File: src/rtl/rwct_pkg.sv
// Package for the raycast wall column texturer: sizes, request codes, types.
// No dependencies.
package rwct_pkg;
	localparam int TILE = 64;
	localparam int SCREEN_ROWS = 720;
	localparam int TILE_W = $clog2(TILE);
	localparam int TEX_W = 2;
	localparam int ADDR_W = TEX_W + 2 * TILE_W;
	localparam int DEPTH = 4 * TILE * TILE;
	localparam int SPAN_W = 16;
	localparam logic [SPAN_W-1:0] SPAN_MAX = '1;
	localparam int ROW_W = 11;
	localparam int POS_W = 17;
	localparam logic [ROW_W-1:0] LAST_ROW = ROW_W'(SCREEN_ROWS - 1);
	localparam logic signed [POS_W-1:0] MID = POS_W'(SCREEN_ROWS / 2);
	localparam logic [1:0] REQ_WRITE = 2'd0;
	localparam logic [1:0] REQ_START = 2'd1;
	localparam logic [1:0] REQ_EMIT = 2'd2;
	localparam logic [1:0] CFG_PROJ = 2'd0;
	localparam logic [1:0] CFG_CEIL = 2'd1;
	localparam logic [1:0] CFG_FLOOR = 2'd2;
	localparam logic [1:0] TEX_NORTH = 2'd0;
	localparam logic [1:0] TEX_SOUTH = 2'd1;
	localparam logic [1:0] TEX_EAST = 2'd2;
	localparam logic [1:0] TEX_WEST = 2'd3;

	typedef struct packed {
		logic [1:0] req_type;
		logic [1:0] texture_id;
		logic [11:0] texel_index;
		logic [31:0] texel_value;
		logic [11:0] column;
		logic is_vertical;
		logic [15:0] ray_angle;
		logic [15:0] hit_x;
		logic [15:0] hit_y;
		logic [23:0] distance;
	} req_t;

	typedef struct packed {
		logic [11:0] out_column;
		logic [10:0] out_row;
		logic [31:0] pixel_color;
		logic last_of_column;
	} pix_t;

	typedef struct packed {
		logic [1:0] index;
		logic [31:0] data;
	} cfg_t;
endpackage

File: src/rtl/rwct_divider.sv
// Restoring unsigned divider, one quotient bit per cycle.
// Depends on rwct_pkg.
module rwct_divider (
	input  logic        clk,
	input  logic        arst_n,
	input  logic        start,
	input  logic [31:0] dividend,
	input  logic [23:0] divisor,
	output logic        done,
	output logic [31:0] quotient
);
	import rwct_pkg::*;
	logic [23:0] rem_q;
	logic [31:0] quo_q;
	logic [23:0] div_q;
	logic [5:0] cnt_q;
	logic busy_q;
	logic [24:0] trial;
	logic fits;
	logic [23:0] diff;

	assign trial = {rem_q, quo_q[31]};
	assign fits = trial >= {1'b0, div_q};
	assign diff = trial[23:0] - div_q;

	always_ff @(posedge clk or negedge arst_n) begin
		if (!arst_n) begin
			busy_q <= 1'b0;
			done <= 1'b0;
			cnt_q <= '0;
		end else begin
			done <= 1'b0;
			if (start) begin
				busy_q <= 1'b1;
				cnt_q <= 6'd32;
			end else if (busy_q) begin
				cnt_q <= cnt_q - 6'd1;
				if (cnt_q == 6'd1) begin
					busy_q <= 1'b0;
					done <= 1'b1;
				end
			end
		end
	end

	always_ff @(posedge clk) begin
		if (start) begin
			rem_q <= '0;
			quo_q <= dividend;
			div_q <= divisor;
		end else if (busy_q) begin
			if (fits) begin
				rem_q <= diff;
				quo_q <= {quo_q[30:0], 1'b1};
			end else begin
				rem_q <= trial[23:0];
				quo_q <= {quo_q[30:0], 1'b0};
			end
		end
	end

	assign quotient = quo_q;
endmodule

File: config.mk
export PLATFORM = sky130hd
export DESIGN_NAME = rwct_divider
export DESIGN_NICKNAME = d
export VERILOG_FILES = /design/src/rtl/rwct_pkg.sv /design/src/rtl/rwct_divider.sv
export SDC_FILE = /design/constraint.sdc
export NUM_CORES = 1
export LEC_CHECK = 0
export BUFFER_PORTS_ARGS = -buffer_cell sky130_fd_sc_hd__buf_2
export CORE_UTILIZATION = 46
export DETAILED_ROUTE_END_ITERATION = 16
export GPL_TIMING_DRIVEN = 0
export PLACE_DENSITY_LB_ADDON = 0.12
export SYNTH_ARGS = -nofsm -noshare
export SYNTH_HDL_FRONTEND = slang
export SYNTH_SLANG_ARGS = --single-unit
File: constraint.sdc
create_clock -name clk -period 3.9 [get_ports clk]
set_clock_uncertainty 0.1 [all_clocks]
set_input_delay 0.195 -clock clk [delete_from_list [all_inputs] [get_ports clk]]
set_output_delay 0.195 -clock clk [all_outputs]
set_load 0.005 [all_outputs]
Yosys cells after proc, flatten, opt, wreduce, memory -nomap -nowiden. Index checks and enable logic that the tools add are counted.

Reduce and logical (&&, ||, !) cells: 1. Multiplexer cells: 12. Add/subtract/negate cells: 2. Equality and inequality tests: 1. Order comparisons: 1.

Operator list (number): 32-bit two-way mux (2); 25-bit by 24-bit >= comparator with 1-bit output (1); 24-bit two-way mux (1); 24-bit subtractor (1); 6-bit two-way mux (2); 1-bit two-way mux (7); 6-bit by 1-bit == test with 1-bit output, second input constant (1); 6-bit by 1-bit subtractor with 6-bit output, second input constant (1); 2-bit nonzero test (1).

Register bits: 88. Output and inout port bits: 33.

Depth between registers and ports, before layout. Gate-level depths: netlist of the first run.

Word-level depth: 4. Depth in mapped cells: 12. Mapped depth without buffers: 11.

Worst setup path after synthesis of the first run. Ideal clock, no wire load.

Path type: reg-to-reg. From: register quo_q[31], in the netlist quotient[31]. To: register rem_q[22]. Cell stages (with the launch flop): 12. Period minus slack after synthesis: 2.626 ns. Slack: 1.274 ns. Required time: 3.658 ns. Arrival time: 2.384 ns. Path through: edfxtp_1 > inv_1 > ha_1 > fa_1 > nand2b_1 > a21oi_1 > o311a_1 > a211oi_2 > o21ai_1 > a2111o_1 > nand3_1 > a311oi_1.

Cells in the longest elaborated chain, start to end: 2. Elaborated cells on any way between the ends: 3. Those cells by class: add/sub: 1; order compare: 1; mux: 1.

RTL lines: start: declaration (RTL line rwct_divider.sv:14) `logic [31:0] quo_q;`; start signal: assignment (RTL line rwct_divider.sv:49) `quo_q <= dividend;`; start signal: assignment (RTL line rwct_divider.sv:54) `quo_q <= {quo_q[30:0], 1'b1};`; start signal: assignment (RTL line rwct_divider.sv:57) `quo_q <= {quo_q[30:0], 1'b0};`; 24-bit subtractor or 25-bit by 24-bit >= comparator with 1-bit output (tied branches) (RTL line rwct_divider.sv:24, rwct_divider.sv:23); 24-bit two-way mux * (RTL line rwct_divider.sv:52) `if (fits) begin`; end signal: assignment (RTL line rwct_divider.sv:53) `rem_q <= diff;`; end signal: assignment (RTL line rwct_divider.sv:56) `rem_q <= trial[23:0];`; end: declaration (RTL line rwct_divider.sv:13) `logic [23:0] rem_q;`.

Mark *: on every way between the ends. The rest lies on a longest branch, timed or not. A chain may end at the register's enable or synchronous reset.

Worst setup path after layout of the first run.
From: register div_q[1]. To: register rem_q[20].

Cells in the longest elaborated chain, start to end: 2. Elaborated cells on any way between the ends: 3. Those cells by class: add/sub: 1; order compare: 1; mux: 1.

RTL lines: start: declaration (RTL line rwct_divider.sv:15) `logic [23:0] div_q;`; start signal: assignment (RTL line rwct_divider.sv:50) `div_q <= divisor;`; 24-bit subtractor or 25-bit by 24-bit >= comparator with 1-bit output (tied branches) (RTL line rwct_divider.sv:24, rwct_divider.sv:23); 24-bit two-way mux * (RTL line rwct_divider.sv:52).

Marked as above.

==> results.yml, run 1 <==
run_status:
  outcome: "complete, no violations"
sta:
  slew_violations: 0
  fin_crit_sh_pct: 82.04
  fin_tns_setup_ps: 0
  relSlewSlack_pct: 18.30
  hold_viol_final: 0
  clock.fmax_mhz: 312.5
  fin_crit_ps: 3200
  worst_pin_slew_ps: 1224
  fin_hold_ws_ps: 18.22
  rsz0062_at_grt: "no"
  finalWorstSetupSlack_ps: 700.3
  setup_viol: 0
logic_synthesis:
  synth_top_area_share_pct: 34.22
  yosys_warnings: 0
  synth_nets: 538
  yosysSeqAreaShare_pct: 48.08
  synth_edf_count: 56
  async_reset_ff_share_pct: 9.091
  synth_area_leader_cell: "edfxtp_1"
  synth_area_um2: 4913
  synth_cell_types: 55
  ys_ff_latch: 88
  synth_ff_type: "edfxtp_1"
  synthTopCellsByArea: "edfxtp_1 34%, dfxtp_1 9.8%, mux2_2 7.1%"
  synth_cells: 452
  avgSynthCellArea_um2: 10.87
finish:
  diodes: 0
  post-route-util_pct: 60.60
  drive_gt1_share_pct: 24.71
  area_delta_synth_final_pct: 27.32
  fin_nets: 692
floorplanning:
  die_area_um2: 11100
  chipHeight_um: 105.4
  die_w_um: 105.4
  core_um2: 10320
  start_util_pct: 47.59
  row_count: 37
  ios: 92
placed_design:
  place_ws_ps: 588.4
  gp_congestion: 0.8710
  place_hpwl_um: 7716
  portBuffers: 91
global_route:
  grt-ovfl-total: 0
  antenna_found_initial: 0
  grt_pass1_wl_um: 18840
  grtUsageTotal_pct: 21.97
  grt_max_degree: 33
  grt_pass1_vias: 3887
route:
  antenna_left: 0
  drt-total-wl_um: 11320
  wl_met3_um: 663
  routed_via_density: 5.246
  firstDrtPassIters: 4
  drt_iter0_drc: 167
  routedWlPerCell_um: 15.15
  top_layer_used: "met4"
  vias: 3919
  wl_met2_um: 5229
  drc: 0
  drt-met1-wl_um: 5253
power_and_ir_drop:
  powerDensity_nw_per_um2: 419.9
  vdd_drop_max_v: 0.0003279
  p_leak_uw: 0.002697
worst_hold_path:
  min_path_cells: 2
  hold_path_end: "quotient[30]$_DFFE_PP_"
  min-delay-start: "dividend[30]"
  hold_path_class: "input pin to register"
clocking:
  cts_tree: "built"
  clock_latency_ps: 390
  root_buffer: "clkbuf_8"
  h-tree-depth: 3
  cts_buffers: 9
  cts_resized: 0
  clockBufferDepth: 2
  clk_pin_slew_worst_paths_ps: 100
  cts_sinks: 88
setup_path:
  reg2reg_depth: 10
  critical_path_class: "register to register"
  startpoint_type: "register"
  cp.required_ps: 4100
  path_max_fanout: 9
  r2r-end: "rem_q[20]$_SDFFE_PP0P_"
  reg2reg_slack_ps: 700
  end_kind: "register"
  timing.rr.start: "div_q[1]$_DFFE_PP_"
  arrival_ps: 3400
job:
  maxCapViolations: 0
-- cell families (layout without fill, tap and decap cells) --
group           Yosys count  in the layout  share of synthesized area, %
mux                      49             49                         10.77
simple gates            113            113                         11.36
buf+inv                  56            215                         5.093
xor+xnor                 23             23                         4.100
fa+ha+maj                27             27                         7.028
compound gates           96             96                         13.57
flops                    88             88                         48.08
-- power breakdown --
| part | internal (µW) | total, µW | switching [µW] | leakage (µW) |
|---|---|---|---|---|
| Sequential | 1130 | 1210 | 81.0 | 0.000867 |
| Combinational | 371 | 764 | 393 | 0.00173 |
| Clock | 300 | 652 | 353 | 0.0000968 |
-- routing by layer --
| layer | track usage, % | up-vias |
|---|---|---|
| li1 | - | 1963 |
| met1 | 28.20 | 1846 |
| met2 | 35.39 | 100 |
| met3 | 6.370 | 10 |
| met4 | 7.545 | 0 |
| met5 | 0 | - |
-- cell type report --
| type | count | area, µm² |
|---|---|---|
| buffer | 21 | 118.9 |
| tap | 136 | 170.2 |
| timing repair buffer | 143 | 975.9 |
| multi-input combinational | 308 | 2301 |
| clock inverter | 6 | 68.82 |
| fill | 901 | 4068 |
| inverter | 35 | 131.4 |
| sequential | 88 | 2362 |
| clock buffer | 10 | 127.6 |
-- timing repair --
item,4_1_cts,5_1_grt
endpoints found under the hold margin,59,0
hold buffers,52,0
buffers inserted,0,0
-- state kept, by name (all words and copies together), names as in the netlist --
name,count
quotient,32
div_q,24
rem_q,24
cnt_q,6
busy_q,1
done,1
-- critical path, cell delays in order, from the launching register on --
cell       delay [ps]
edfxtp_1          430
inv_1              80
ha_1              230
nor2b_1           150
o2111ai_1         280
a21oi_1           120
nor2_1            330
o21ai_2           170
a31oi_1           840
nand2_1           110
a311oi_1          290
-- synthesized netlist by cell type (all sizes together), types with 4 or more instances --
cell / number
a211oi: 20
a21o: 6
a21oi: 23
buf: 4
clkbuf: 17
dfrtp: 8
dfxtp: 24
edfxtp: 56
ha: 26
inv: 35
mux2: 31
mux2i: 18
nand2: 23
nand2b: 6
nand3: 6
nand4: 5
nand4b: 4
nor2: 45
nor2b: 4
nor4: 4
o21ai: 17
xnor2: 14
xor2: 9
-- placed cells by master (no fill, tap or decap), types with 3 or more instances in the layout --
cell,instances
buf_2,91
edfxtp_1,56
dlygate4sd3_1,52
nor2_1,45
inv_1,34
mux2_2,31
ha_1,26
dfxtp_1,24
nand2_1,23
a21oi_1,23
a211oi_1,19
clkbuf_1,18
mux2i_1,18
xnor2_1,14
o21ai_0,10
xor2_1,9
clkbuf_8,9
dfrtp_1,8
a21o_1,6
o21ai_1,6
nand2b_1,6
nand3_1,5
nand4_1,5
nor2b_1,4
nor4_1,4
nand4b_1,4
o21a_1,3
a31oi_1,3
nor3_1,3
o211ai_1,3
a311oi_1,3
nor3b_1,3
-- stage by stage --
stage                     area (µm²)  instances  total power [µW]
after detailed placement        5539        679              1946
after global placement          5539        679              1928
after floorplan                 4913        452              1740
after global routing            6256        747              2783
final                           6256        747              2627
after CTS                       6256        747              2646
-- worst max-delay path by stage --
stage                      startpoint                     end  slack (ps)  depth (start not counted)
6_report           div_q[1]$_DFFE_PP_  rem_q[20]$_SDFFE_PP0P_         700                         10
5_1_grt            div_q[1]$_DFFE_PP_  rem_q[20]$_SDFFE_PP0P_         390                         10
4_1_cts            div_q[1]$_DFFE_PP_   quotient[0]$_DFFE_PP_         680                          9
3_5_place_dp                    start  quotient[23]$_DFFE_PP_         590                          5
3_3_place_gp                    start  quotient[23]$_DFFE_PP_         750                          5
2_1_floorplan  quotient[31]$_DFFE_PP_  rem_q[22]$_SDFFE_PP0P_        1270                         11
(Power assumes the default switching activity.)
==> inputs of run 2 (changes only) <==
clock period = 3 ns   (was 3.9 ns; I/O delays follow)
==> results.yml, run 2 (synthesis results as in run 1) <==
run_status:
  outcome: "complete, no violations"
finish:
  final_common_cell: "buf_2"
  area_delta_synth_final_pct: 29.95
  fin_nets: 700
  diodes: 0
  post-route-util_pct: 61.85
  final_cell_mix: "91 x buf_2, 57 x dlygate4sd3_1, 56 x edfxtp_1"
  drive_gt1_share_pct: 26.33
  fin_area_um2: 6385
  largest_reg_flops: 32
setup_path:
  path_max_fanout: 10
  reg2reg_depth: 12
  timing.rr.start: "div_q[15]$_DFFE_PP_"
  arrival_ps: 3030
  cp.required_ps: 3200
  end_kind: "register"
  r2r-end: "rem_q[20]$_SDFFE_PP0P_"
  critical_path_class: "register to register"
  reg2reg_slack_ps: 170
  startpoint_type: "register"
route:
  routed_via_density: 5.274
  drt-total-wl_um: 11790
  vias: 3982
  antenna_left: 0
  drt_iter0_drc: 143
  routedWlPerCell_um: 15.62
  drc: 0
  firstDrtPassIters: 5
sta:
  clock.fmax_mhz: 353.0
  hold_viol_final: 0
  finalWorstSetupSlack_ps: 167.4
  slew_violations: 0
  fin_crit_ps: 2833
  fin_tns_setup_ps: 0
  worst_pin_slew_ps: 688.2
  rsz0062_at_grt: "yes"
  relSlewSlack_pct: 54.02
  setup_viol: 0
  fin_crit_sh_pct: 94.42
power_and_ir_drop:
  sw_frac_of_total_pct: 31.87
  comb_power_share_pct: 29.8
  clkPwrFrac_pct: 24.7
  vdd_drop_max_v: 0.0004370
  p_seq_share_pct: 45.6
  p_sw_uw: 1102
  powerDensity_nw_per_um2: 541.3
  p_leak_uw: 0.002755
  p_int_uw: 2354
  finalPower_uw: 3456
worst_hold_path:
  hold_path_class: "input pin to async pin"
floorplanning:
  die_w_um: 105.4
  chipHeight_um: 105.4
  row_count: 37
  start_util_pct: 47.59
  core_um2: 10320
  ios: 92
  die_area_um2: 11100
clocking:
  clock_latency_ps: 390
  h-tree-depth: 3
  root_buffer: "clkbuf_8"
  clk_pin_slew_worst_paths_ps: 100
  cts_tree: "built"
  clockBufferDepth: 2
  cts_buffers: 9
  cts_sinks: 88
placed_design:
  postPlaceCellArea_um2: 5539
  place_ws_ps: -266.6
  portBuffers: 91
  gp_congestion: 0.8710
  place_hpwl_um: 7716
global_route:
  grtUsageTotal_pct: 22.57
  grt-ovfl-total: 0
  grt_pass1_wl_um: 19380
  grt_max_degree: 33
  grt_pass1_vias: 3992
  antenna_found_initial: 0
job:
  maxCapViolations: 0
==> run 2: cell count changes in the layout (fill, tap and decap cells not counted), sizes merged <==
cell and change:
clkinvlp +1, inv -1, dlygate4sd3 +5, buf +3
==> run 2: power groups by stage <==
stage          clock (µW)  sequential (µW)  combinational (µW)
3_5_place_dp            0             1590                 936
6_report              853             1580                1030
5_1_grt               913             1600                1140
4_1_cts               876             1570                1000
2_1_floorplan           0             1580                 682
3_3_place_gp            0             1590                 918
==> run 2: per-stage QoR <==
step,hold WS [ps],std cells
CTS,15.92,752
global placement,-100.1,679
finish,28.87,755
floorplan,-245.6,452
global route,40.15,755
detailed placement,-97.94,679
==> run 2: area by class of cell <==
cell class	count	area (µm²)
flip-flops and latches	88	2362
clock inverters	6	68.82
clock buffers	10	127.6
repair buffers	151	1049
multi-input cells	308	2354
well taps	136	170.2
inverters	35	135.1
plain buffers	21	118.9
fillers	885	3939
==> run 2: metal layers <==
metal,track usage [%],part of all wire [%],vias to the layer above
li1,-,-,1982
met1,28.19,46,1883
met2,37.36,47,106
met3,6.370,5.8,11
met4,7.847,1.3,0
met5,0,0,-
==> run 2: what timing repair did <==
item	CTS	global route
resized for setup	1	10
cloned	0	0
pin swaps	0	3
buffers inserted	0	3
hold endpoints to repair	64	0
setup endpoints to repair	9	57
hold buffers	57	0
==> run 2: worst max-delay path, stage by stage (launching register included) <==
cell      delay (ps)
edfxtp_1         340
inv_1             50
ha_1             270
buf_4            140
nand3_2          150
or3_4            450
nor4_4           290
o21ai_1          120
a22oi_2          170
a31o_4           170
buf_12           150
o21ai_1           80
a311oi_1         280
==> run 2: worst max-delay path by stage <==
stage                                start                endpoint  slack [ps]  cells past startpoint
finish                 div_q[15]$_DFFE_PP_  rem_q[20]$_SDFFE_PP0P_         170                     12
floorplan           quotient[31]$_DFFE_PP_  rem_q[22]$_SDFFE_PP0P_         370                     11
CTS                    div_q[15]$_DFFE_PP_   rem_q[2]$_SDFFE_PP0P_          30                     12
detailed placement                   start  quotient[23]$_DFFE_PP_        -270                      5
global placement        div_q[1]$_DFFE_PP_  rem_q[20]$_SDFFE_PP0P_        -140                     10
global route        quotient[31]$_DFFE_PP_  rem_q[20]$_SDFFE_PP0P_         -20                     11
